**config.mk**
```make
export PLATFORM = sky130hd
export DESIGN_NAME = wall_follow_pd_speed
export DESIGN_NICKNAME = d
export VERILOG_FILES = /design/src/sv/wfpd_pkg.sv /design/src/sv/wfpd_front.sv /design/src/sv/wfpd_queue.sv /design/src/sv/wfpd_back.sv /design/src/sv/wall_follow_pd_speed.sv
export SDC_FILE = /design/constraint.sdc
export NUM_CORES = 1
export LEC_CHECK = 0
export ABC_AREA = 1
export BUFFER_PORTS_ARGS = -buffer_cell sky130_fd_sc_hd__buf_2
export CAP_MARGIN = 40
export CORE_ASPECT_RATIO = 1.5
export CORE_MARGIN = 1.5
export CORE_UTILIZATION = 62
export CTS_BUF_LIST = sky130_fd_sc_hd__clkbuf_2 sky130_fd_sc_hd__clkbuf_4 sky130_fd_sc_hd__clkbuf_8
export CTS_CLUSTER_SIZE = 14
export DETAILED_ROUTE_END_ITERATION = 6
export GPL_ROUTABILITY_DRIVEN = 0
export GPL_TIMING_DRIVEN = 0
export PLACE_DENSITY = 0.79
export SYNTH_ARGS = -nofsm -noshare
export SYNTH_HDL_FRONTEND = slang
export SYNTH_SLANG_ARGS = --single-unit
```
**constraint.sdc**
```tcl
create_clock -name clk_i -period 12.3 [get_ports clk_i]
set_input_delay 3.075 -clock clk_i [delete_from_list [all_inputs] [get_ports clk_i]]
set_output_delay 3.075 -clock clk_i [all_outputs]
set_load 0.05 [all_outputs]
```
**src/sv/wfpd_pkg.sv**
```systemverilog
// Shared types and constants for the wall follower PD speed block.
// No dependencies.
`timescale 1ns / 1ps
package wfpd_pkg;

  // echo_us / 58 as (echo_us * 72316) >> 22, exact over 16 bits
  localparam logic [16:0] CM_RECIP   = 17'd72316;
  localparam int          CM_SHIFT   = 22;
  // first echo that maps above 250 cm
  localparam logic [15:0] ECHO_LIMIT = 16'd14558;

  // x / 3 as (x * 683) >> 11, exact for x <= 750
  localparam logic [9:0]  DIV3_RECIP = 10'd683;
  localparam int          DIV3_SHIFT = 11;

  localparam logic [2:0]  PHASE_D1_DONE = 3'd2;
  localparam logic [2:0]  PHASE_D2_DONE = 3'd5;

  localparam logic [8:0]  DIFF_CUTOFF = 9'd15;
  localparam logic [8:0]  DIFF_FINE   = 9'd3;
  localparam logic signed [20:0] SPEED_LIMIT = 21'sd25;

  typedef enum logic [1:0] {
    CLS_CUT    = 2'd0,
    CLS_FINE   = 2'd1,
    CLS_COARSE = 2'd2
  } steer_cls_e;

  typedef struct packed {
    logic [7:0] prop_gain;
    logic [7:0] deriv_gain;
    logic [7:0] target_distance;
  } cfg_t;

  typedef enum logic [1:0] {
    REG_PROP_GAIN   = 2'd0,
    REG_DERIV_GAIN  = 2'd1,
    REG_TARGET_DIST = 2'd2
  } reg_idx_e;

  function automatic logic [7:0] div3(input logic [9:0] x);
    logic [19:0] p;
    p = x * DIV3_RECIP;
    return p[DIV3_SHIFT +: 8];
  endfunction

endpackage

```
**src/sv/wfpd_front.sv**
```systemverilog
// Front end: converts echo time to centimetres and flags out-of-range readings.
// Depends on wfpd_pkg.
`timescale 1ns / 1ps
module wfpd_front (
  input  logic [15:0] echo_i,
  output logic        keep_o,
  output logic [7:0]  cm_o
);
  import wfpd_pkg::*;

  logic [32:0] prod;

  assign prod   = {17'd0, echo_i} * {16'd0, CM_RECIP};
  assign cm_o   = prod[CM_SHIFT +: 8];
  assign keep_o = (echo_i < ECHO_LIMIT);

endmodule

```
**src/sv/wfpd_queue.sv**
```systemverilog
// Two-entry distance queue between front and back end.
// Depends on nothing.
`timescale 1ns / 1ps
module wfpd_queue (
  input  logic       clk_i,
  input  logic       rst_ni,
  input  logic       push_i,
  input  logic [7:0] push_data_i,
  output logic       full_o,
  input  logic       pop_i,
  output logic       valid_o,
  output logic [7:0] pop_data_o
);
  logic [7:0] mem_q [2];
  logic       wr_ptr_q, wr_ptr_d;
  logic       rd_ptr_q, rd_ptr_d;
  logic [1:0] count_q, count_d;
  logic       do_push, do_pop;

  assign full_o     = (count_q == 2'd2);
  assign valid_o    = (count_q != 2'd0);
  assign pop_data_o = mem_q[rd_ptr_q];
  assign do_push    = push_i && !full_o;
  assign do_pop     = pop_i && valid_o;

  always_comb begin
    wr_ptr_d = do_push ? ~wr_ptr_q : wr_ptr_q;
    rd_ptr_d = do_pop  ? ~rd_ptr_q : rd_ptr_q;
    count_d  = count_q + {1'b0, do_push} - {1'b0, do_pop};
  end

  always_ff @(posedge clk_i or negedge rst_ni) begin
    if (!rst_ni) begin
      wr_ptr_q <= 1'b0;
      rd_ptr_q <= 1'b0;
      count_q  <= 2'd0;
    end else begin
      wr_ptr_q <= wr_ptr_d;
      rd_ptr_q <= rd_ptr_d;
      count_q  <= count_d;
    end
  end

  always_ff @(posedge clk_i) begin
    if (do_push) begin
      mem_q[wr_ptr_q] <= push_data_i;
    end
  end

endmodule

```
**src/sv/wfpd_back.sv**
```systemverilog
// Back end: group averaging, PD steering and output register.
// Depends on wfpd_pkg.
`timescale 1ns / 1ps
module wfpd_back (
  input  logic          clk_i,
  input  logic          rst_ni,
  input  wfpd_pkg::cfg_t cfg_i,
  input  logic          q_valid_i,
  input  logic [7:0]    q_cm_i,
  output logic          q_pop_o,
  output logic          out_valid_o,
  input  logic          out_ready_i,
  output logic [5:0]    out_drive_o,
  output logic [7:0]    out_dist_o
);
  import wfpd_pkg::*;

  logic        en;
  logic [2:0]  phase_q, phase_d;
  logic [9:0]  sum_q, sum_d, sum_new;
  logic [7:0]  d1_q, d1_d;

  logic        s1_vld_q;
  logic [9:0]  s1_sum_q;
  logic [7:0]  s1_d1_q;

  logic        s2_vld_q;
  logic [7:0]  s2_d2_q, s2_d1_q;

  logic        s3_vld_q;
  logic signed [17:0] s3_pd_q, s3_pp_q;
  steer_cls_e  s3_cls_q, cls;
  logic [7:0]  s3_d2_q;

  logic        out_vld_q;
  logic [5:0]  out_dd_q, out_dd_d;
  logic [7:0]  out_dist_q;

  logic signed [8:0]  diff, err;
  logic [8:0]         adiff;
  logic signed [17:0] diff_x, err_x, kd_x, kp_x, pd, pp;
  logic signed [20:0] twice, s;

  assign en      = !out_vld_q || out_ready_i;
  assign q_pop_o = en && q_valid_i;
  assign sum_new = sum_q + {2'd0, q_cm_i};

  // group accumulation
  always_comb begin
    phase_d = phase_q;
    sum_d   = sum_q;
    d1_d    = d1_q;
    if (q_pop_o) begin
      if (phase_q == PHASE_D1_DONE) begin
        d1_d    = div3(sum_new);
        sum_d   = 10'd0;
        phase_d = phase_q + 3'd1;
      end else if (phase_q == PHASE_D2_DONE) begin
        sum_d   = 10'd0;
        phase_d = 3'd0;
      end else begin
        sum_d   = sum_new;
        phase_d = phase_q + 3'd1;
      end
    end
  end

  // difference, error, gain products and steering class
  always_comb begin
    diff   = $signed({1'b0, s2_d2_q}) - $signed({1'b0, s2_d1_q});
    err    = $signed({1'b0, s2_d2_q}) - $signed({1'b0, cfg_i.target_distance});
    adiff  = diff[8] ? 9'(-diff) : diff;
    diff_x = 18'(diff);
    err_x  = 18'(err);
    kd_x   = $signed({10'd0, cfg_i.deriv_gain});
    kp_x   = $signed({10'd0, cfg_i.prop_gain});
    pd     = kd_x * diff_x;
    pp     = kp_x * err_x;
    if (adiff >= DIFF_CUTOFF) begin
      cls = CLS_CUT;
    end else if (adiff < DIFF_FINE) begin
      cls = CLS_FINE;
    end else begin
      cls = CLS_COARSE;
    end
  end

  // combine per class (coarse halved toward zero, cut forced to zero), saturate
  always_comb begin
    twice = 21'(s3_pd_q) + (21'(s3_pp_q) <<< 2);
    case (s3_cls_q)
      CLS_FINE:   s = 21'(s3_pd_q) + 21'(s3_pp_q);
      CLS_COARSE: s = (twice + $signed({20'd0, twice[20]})) >>> 1;
      default:    s = 21'sd0;
    endcase
    if (s >= SPEED_LIMIT) begin
      out_dd_d = 6'(SPEED_LIMIT);
    end else if (s <= -SPEED_LIMIT) begin
      out_dd_d = 6'(-SPEED_LIMIT);
    end else begin
      out_dd_d = s[5:0];
    end
  end

  always_ff @(posedge clk_i or negedge rst_ni) begin
    if (!rst_ni) begin
      phase_q   <= 3'd0;
      sum_q     <= 10'd0;
      d1_q      <= 8'd0;
      s1_vld_q  <= 1'b0;
      s2_vld_q  <= 1'b0;
      s3_vld_q  <= 1'b0;
      out_vld_q <= 1'b0;
    end else begin
      phase_q <= phase_d;
      sum_q   <= sum_d;
      d1_q    <= d1_d;
      if (en) begin
        s1_vld_q  <= q_pop_o && (phase_q == PHASE_D2_DONE);
        s2_vld_q  <= s1_vld_q;
        s3_vld_q  <= s2_vld_q;
        out_vld_q <= s3_vld_q;
      end
    end
  end

  always_ff @(posedge clk_i) begin
    if (en) begin
      s1_sum_q   <= sum_new;
      s1_d1_q    <= d1_q;
      s2_d2_q    <= div3(s1_sum_q);
      s2_d1_q    <= s1_d1_q;
      s3_pd_q    <= pd;
      s3_pp_q    <= pp;
      s3_cls_q   <= cls;
      s3_d2_q    <= s2_d2_q;
      out_dd_q   <= out_dd_d;
      out_dist_q <= s3_d2_q;
    end
  end

  assign out_valid_o = out_vld_q;
  assign out_drive_o = out_dd_q;
  assign out_dist_o  = out_dist_q;

endmodule

```
**src/sv/wall_follow_pd_speed.sv**
```systemverilog
// Top level of the wall follower PD speed block: config registers, front, queue, back.
// Depends on wfpd_pkg, wfpd_front, wfpd_queue, wfpd_back.
//
//  channel   | direction | contents
//  s_axis    | in        | tdata[15:0] echo_us
//  m_axis    | out       | tdata[5:0] drive_difference, [13:6] latest_distance
//  cfg       | in        | index 0 prop_gain, 1 deriv_gain, 2 target_distance
//
// One request per cycle while the queue is not full; the front converts combinationally.
// After its sixth distance leaves the queue, a result moves through the sum, divide,
// multiply and combine/saturate registers, the last being the output register.
// Reset clears all control state and loads gains 1/6, setpoint 0; no clearing pass.
// A stalled m_axis holds the back pipeline; the two-entry queue then fills
// and drops s_axis_tready_o.
`timescale 1ns / 1ps
module wall_follow_pd_speed (
  input  logic        clk_i,
  input  logic        rst_ni,
  input  logic        s_axis_tvalid_i,
  output logic        s_axis_tready_o,
  input  logic [15:0] s_axis_tdata_i,   // [15:0] echo_us
  output logic        m_axis_tvalid_o,
  input  logic        m_axis_tready_i,
  output logic [15:0] m_axis_tdata_o,   // [5:0] drive_difference, [13:6] latest_distance
  input  logic        cfg_valid_i,
  output logic        cfg_ready_o,
  input  logic [1:0]  cfg_index_i,
  input  logic [7:0]  cfg_data_i
);
  import wfpd_pkg::*;

  cfg_t       cfg_q;
  logic       keep;
  logic [7:0] cm;
  logic       q_full, q_valid, q_pop;
  logic [7:0] q_cm;
  logic [5:0] drive;
  logic [7:0] latest_cm;

  assign cfg_ready_o = 1'b1;

  always_ff @(posedge clk_i or negedge rst_ni) begin
    if (!rst_ni) begin
      cfg_q.prop_gain       <= 8'd1;
      cfg_q.deriv_gain      <= 8'd6;
      cfg_q.target_distance <= 8'd0;
    end else if (cfg_valid_i) begin
      case (cfg_index_i)
        REG_PROP_GAIN:   cfg_q.prop_gain       <= cfg_data_i;
        REG_DERIV_GAIN:  cfg_q.deriv_gain      <= cfg_data_i;
        REG_TARGET_DIST: cfg_q.target_distance <= cfg_data_i;
        default: ;
      endcase
    end
  end

  assign s_axis_tready_o = !q_full;

  wfpd_front u_front (
    .echo_i (s_axis_tdata_i),
    .keep_o (keep),
    .cm_o   (cm)
  );

  wfpd_queue u_queue (
    .clk_i       (clk_i),
    .rst_ni      (rst_ni),
    .push_i      (s_axis_tvalid_i && keep),
    .push_data_i (cm),
    .full_o      (q_full),
    .pop_i       (q_pop),
    .valid_o     (q_valid),
    .pop_data_o  (q_cm)
  );

  wfpd_back u_back (
    .clk_i       (clk_i),
    .rst_ni      (rst_ni),
    .cfg_i       (cfg_q),
    .q_valid_i   (q_valid),
    .q_cm_i      (q_cm),
    .q_pop_o     (q_pop),
    .out_valid_o (m_axis_tvalid_o),
    .out_ready_i (m_axis_tready_i),
    .out_drive_o (drive),
    .out_dist_o  (latest_cm)
  );

  assign m_axis_tdata_o = {2'd0, latest_cm, drive};

endmodule

```
[Yosys cells after proc, flatten, opt, wreduce, memory -nomap -nowiden]
Memories as Yosys holds them, arrays and structs flattened.
Index checks and enable logic that the tools add are counted.
Widths: inputs -> output; s select.
Storage, ports and cells
  bits in registers: 147
  bits in latches: 0
  memory bits (writable): 16
  bits in read-only memories: 0
  output and inout port bits: 19
  word-level logic and storage cells: 79
  memories: 1
Cells by class
  add/sub/neg operators: 10
  $mul: 5
  divide/modulo/power cells: 0
  order comparisons: 5
  equal/unequal tests: 7
  shift-type cells: 0
  mux-type cells: 10
  bitwise logic cells: 2
  reduce and logical (&&, ||, !) cells: 15
Memories
  u_queue.mem_q: depth 2, width 8, read ports 1, clocked after Yosys merged registers in 0, write ports 1, line wfpd_queue.sv:14  | logic [7:0] mem_q [2];
Operators by type and width (number)
  $pmux 21 s2: 1
  $mul 10x10->19 const B: 2
  $mul 9x9->18: 2
  $mul 16x15->28 const B: 1
  $add 18x20->21: 1
  $add 21x2->21: 1
  $ge 21x6->1 const B: 1
  $le 21x6->1 const B: 1
  $mux 10: 2
  $add 18x18->19: 1
  $sub 8x8->9: 2
  $lt 16x14->1 const B: 1
  $add 10x8->10: 1
  $ge 9x4->1 const B: 1
  $lt 9x2->1 const B: 1
  $mux 9: 1
  $neg 9->9: 1
  $reduce_and 2->1: 4
  $eq 2x2->1 const B: 3
  $mux 3: 2
  $mux 6: 1
  $logic_and 1x1->1: 5
  $eq 2x1->1 const B: 2
  $add 3x1->3 const B: 1
  12 further kinds: 15

[Logic depth before layout (Yosys ltp)]
  depth after elaboration: 5
  depth in mapped cells: 37
  depth with buffers taken out: 37

[By module]
From an unflattened synthesis, not the netlist that was laid out.
Second synthesis, totals
  cell total of the unflattened synthesis: 2776
  area, all modules: 23232.3 um^2
Modules (own cells, without submodules)
  wfpd_back: times used 1, cells each 1967, area each 16351.9 um^2, seq. area each 3448.3 um^2
  wfpd_front: times used 1, cells each 620, area each 4956.0 um^2, seq. area each 0.0 um^2
  wall_follow_pd_speed: times used 1, cells each 115, area each 1092.3 um^2, seq. area each 604.3 um^2
  wfpd_queue: times used 1, cells each 74, area each 832.0 um^2, seq. area each 580.6 um^2

[Least setup slack after synthesis]
Ideal clock, no wire load.
  path type: input-to-reg
  from: in s_axis_tdata_i[13]
  to: mem u_queue.mem_q[0][7] (data pin)
  arrival time: 7699 ps
  data required time: 12021 ps
  path slack: 4323 ps
  stages on the path: 17
  buffers on the path: 0
  path through: fa_1 > inv_1 > fa_1 > fa_1 > inv_1 > fa_1 > fa_1 > fa_1 > ha_1 > nand4_1 > or3_1 > o21ai_0 > nand3_1 > nand2_1 > inv_1 > o41ai_1 > xor2_1
On the way
  word-level cells in the longest chain between the ends: 1
Ends and longest elaborated chain
  from (decl): line wall_follow_pd_speed.sv:21  | input logic [15:0] s_axis_tdata_i,
  $mul 16x15->28: line wfpd_front.sv:13  | assign prod = {17'd0, echo_i} * {16'd0, CM_RECIP};
  named net cm[7]: line wall_follow_pd_speed.sv:34  | logic [7:0] cm;
  to (decl): line wfpd_queue.sv:14
The timed path passes the listed nets, and every way through them passes these cells.

[Worst setup path in the final report]
  from: in s_axis_tdata_i[12]
  to: mem u_queue.mem_q[0][7] (data pin)
Same word-level chain as after synthesis.

==> flow_metrics.py <==
metrics = {
    "status": {
        "outcome": "complete, no violations",
    },
    "synth": {
        "postSynth.asyncResetShare_pct": 32.5,
        "syn_inst": 2539,
        "seq_area_frac_synth_pct": 21.1,
        "yosys_warnings": 0,
        "syn_area_um2": 21900,
        "synth_edf_count": 110,
        "ys_types": 53,
        "ys_seq_elements": 163,
        "synth-main-ff-cell": "edfxtp_1",
        "syn_avg_cell_area_um2": 8.63,
    },
    "cts": {
        "clk_latency_ns": 0.49,
        "cts_hold_buf": 0,
        "cts_buffers": 17,
        "ctsHtreeMaxLevel": 4,
        "cts_tree": "yes",
        "cts_setup_buffers": 0,
        "cts_resized": 0,
        "cts_root_buffer": "clkbuf_8",
        "clock-sinks": 163,
        "clkTransAtPathRegs_ns": 0.10,
        "clockBufferDepth": 2,
    },
    "timing": {
        "setup_violations": 0,
        "rsz0062_at_grt": "false",
        "clock.fmax_mhz": 122,
        "slew_viol_final": 0,
        "finClkSkew_ns": 0.0164,
        "worst_pin_slew_ns": 0.872,
        "period_share_pct": 66.7,
        "period_minus_slack_ns": 8.20,
        "relSlewSlack_pct": 41.7,
        "finalSetupTns_ns": 0,
        "hold_viol_final": 0,
    },
    "die": {
        "die_w_um": 156,
        "row_count": 84,
        "die_h_um": 233,
        "die_area_um2": 36500,
        "initial_core_util_pct": 62.8,
        "io_pins": 50,
        "core_area_um2": 34900,
    },
    "grt": {
        "antenna_found_initial": 0,
        "grt_pass1_vias": 18372,
        "grt_overflow": 0,
        "grt_pass1_wl_mm": 85.1,
        "grtUsageTotal_pct": 30.0,
        "grt_max_degree": 53,
    },
    "drt": {
        "routed_wl_mm": 51.0,
        "dr.pass1.iters": 5,
        "wire_per_inst_um": 16.5,
        "drc": 0,
        "drt_iter0_drc": 879,
        "vias": 17194,
        "ant_nets": 0,
        "avgViaCountPerCell": 5.56,
    },
    "layout": {
        "drive_above_1_share_pct": 5.46,
        "antenna_cells": 0,
        "fin_nets": 3256,
        "fin_util_pct": 66.5,
        "stdcell_count": 3093,
        "syn2layout_area_growth_pct": 5.84,
    },
    "critical_path": {
        "max_stage_delay_ns": 0.55,
        "cpMostUsedCell": "fa_1",
        "startpoint_type": "input pin",
        "worstPathCellList": "buf_2, fa_1, inv_1, fa_1, fa_1, inv_1, fa_1, fa_1, fa_1, ha_1, nand4_1, or3_1, o21ai_0, nand3_1, nand2_1, inv_1, o41ai_1, xor2_1",
        "arrival_ns": 8.42,
        "critPathCaptureType": "register",
        "critPathSlowestCell": "fa_1",
        "crit_type": "input pin to register",
        "crit_required_ns": 12.52,
        "path_max_fanout": 7,
    },
    "hold_path": {
        "hp-class": "register to register",
    },
    "placed_design": {
        "place_inst": 3061,
        "portBuffers": 46,
        "hpwl_mm": 42.9,
    },
    "run": {
        "cap_violations": 0,
    },
}
-- path summary, 6_finish.rpt --
check                                      endpoint  cells past startpoint               start  slack, ns
min in group asynchronous           u_back.sum_q[3]                      1              rst_ni       2.58
worst min register to register    u_back.s2_d1_q[5]                      0   u_back.s1_d1_q[5]       0.43
worst max-delay path            u_queue.mem_q[0][7]                     18  s_axis_tdata_i[12]       4.10
worst min-delay path              u_back.s2_d1_q[5]                      0   u_back.s1_d1_q[5]       0.43
worst max register to register   u_back.s3_pd_q[17]                     35   u_back.s2_d2_q[0]       5.12
max in group asynchronous                 cfg_q[16]                      2              rst_ni       9.09
-- metal layers --
layer | wire (µm) | global-route usage, % | part of all wire [%]
met1 | 17600 | 29.7 | 35
met4 | 3760 | 20.4 | 7.4
met3 | 2110 | 4.68 | 4.1
met5 | 0 | 0 | 0
met2 | 27500 | 56.6 | 54
-- cell usage after synthesis (3+ instances only) --
cell,count,area [µm²]
nand3_2,7,70.1
dfrtp_1,50,1250
nand4_1,25,156
buf_4,3,22.5
nand2_2,10,62.6
nand3b_1,9,67.6
o21a_1,3,22.5
ha_1,399,4990
dfstp_2,3,78.8
or2_2,12,75.1
o21bai_1,10,75.1
xor2_1,58,508
o22ai_1,4,25.0
fa_1,219,4380
o2111ai_1,4,35.0
nor2_2,5,31.3
o21ai_1,4,20.0
xnor2_1,20,175
nand2_1,451,1690
nand3_1,98,490
a21oi_1,132,661
a21o_1,4,30.0
nor3_1,13,65.1
nand2_4,3,33.8
nor2_4,3,33.8
nor2_1,154,578
o21ai_0,95,475
and2_1,3,18.8
inv_2,11,41.3
inv_1,572,2150
clkbuf_1,18,67.6
edfxtp_1,110,3300
-- stage by stage --
| step | instance area (µm²) | hold slack, ns | worst slack (ns) |
|---|---|---|---|
| CTS | 23200 | 0.427 | 4.13 |
| global placement | 22700 | 0.404 | 3.75 |
| finish | 23200 | 0.427 | 4.10 |
| floorplan | 21900 | 0.400 | 4.32 |
| detailed placement | 22800 | 0.405 | 3.64 |
| global route | 23200 | 0.441 | 3.84 |
-- cell type report --
cell class,instances,area (µm²)
Inverter,584,2190
Clock inverter,14,169
Multi-Input combinational cell,1771,15000
Timing Repair Buffer,48,270
Tap cell,473,592
Sequential cell,163,4630
Clock buffer,18,241
Fill cell,2817,11700
Buffer,22,95.1
-- registers in the layout (all words and copies together) (netlist names), 2 cells and up --
signal and flops:
u_back.s3_cls_q 2, u_back.phase_q 3, u_back.s2_d2_q 8, u_back.s3_pd_q 18
u_queue.count_q 2, u_back.d1_q 8, u_back.out_drive_o 6, u_back.s3_d2_q 8
u_back.s3_pp_q 18, u_back.s1_d1_q 8, u_queue.mem_q 16, u_back.s2_d1_q 8
u_back.out_dist_o 8, u_back.s1_sum_q 10, cfg_q 24, u_back.sum_q 10
-- logic make-up (layout without fill, tap and decap cells) --
logic type      Yosys count  after routing  share of synthesized area (%)
buf+inv                 606            686                           10.4
simple gates            799            799                           15.7
compound gates          273            273                           6.79
fa+ha+maj               618            618                           42.8
flops                   163            163                           21.1
other cells               2              3                         0.0343
xor+xnor                 78             78                           3.12
-- critical path: cells and delay by family --
family / cells / cell delay (ns)
buffers and inverters: 4 / 0.34
AOI/OAI and AO/OA: 2 / 0.67
adders and majority gates: 7 / 3.52
xor gates and xnor gates: 1 / 0.15
and+or+nand+nor: 4 / 0.65
-- cells in the final DEF (no fill, tap or decap), drive strengths merged, types with 2 or more instances in the layout --
master / count
a211oi: 2
a21boi: 2
a21o: 4
a21oi: 135
a31oi: 2
and2: 4
buf: 52
bufinv: 2
clkbuf: 36
clkinv: 3
clkinvlp: 3
conb: 3
dfrtp: 50
dfstp: 3
edfxtp: 110
fa: 219
ha: 399
inv: 590
nand2: 464
nand3: 105
nand3b: 9
nand4: 26
nor2: 163
nor3: 13
o2111ai: 4
o211ai: 2
o21a: 3
o21ai: 99
o21bai: 10
o22ai: 4
or2: 12
xnor2: 20
xor2: 58
Power is left out: the tool's default activity adds up to more than one toggle a clock period on the data nets, which glitch-free logic cannot reach.
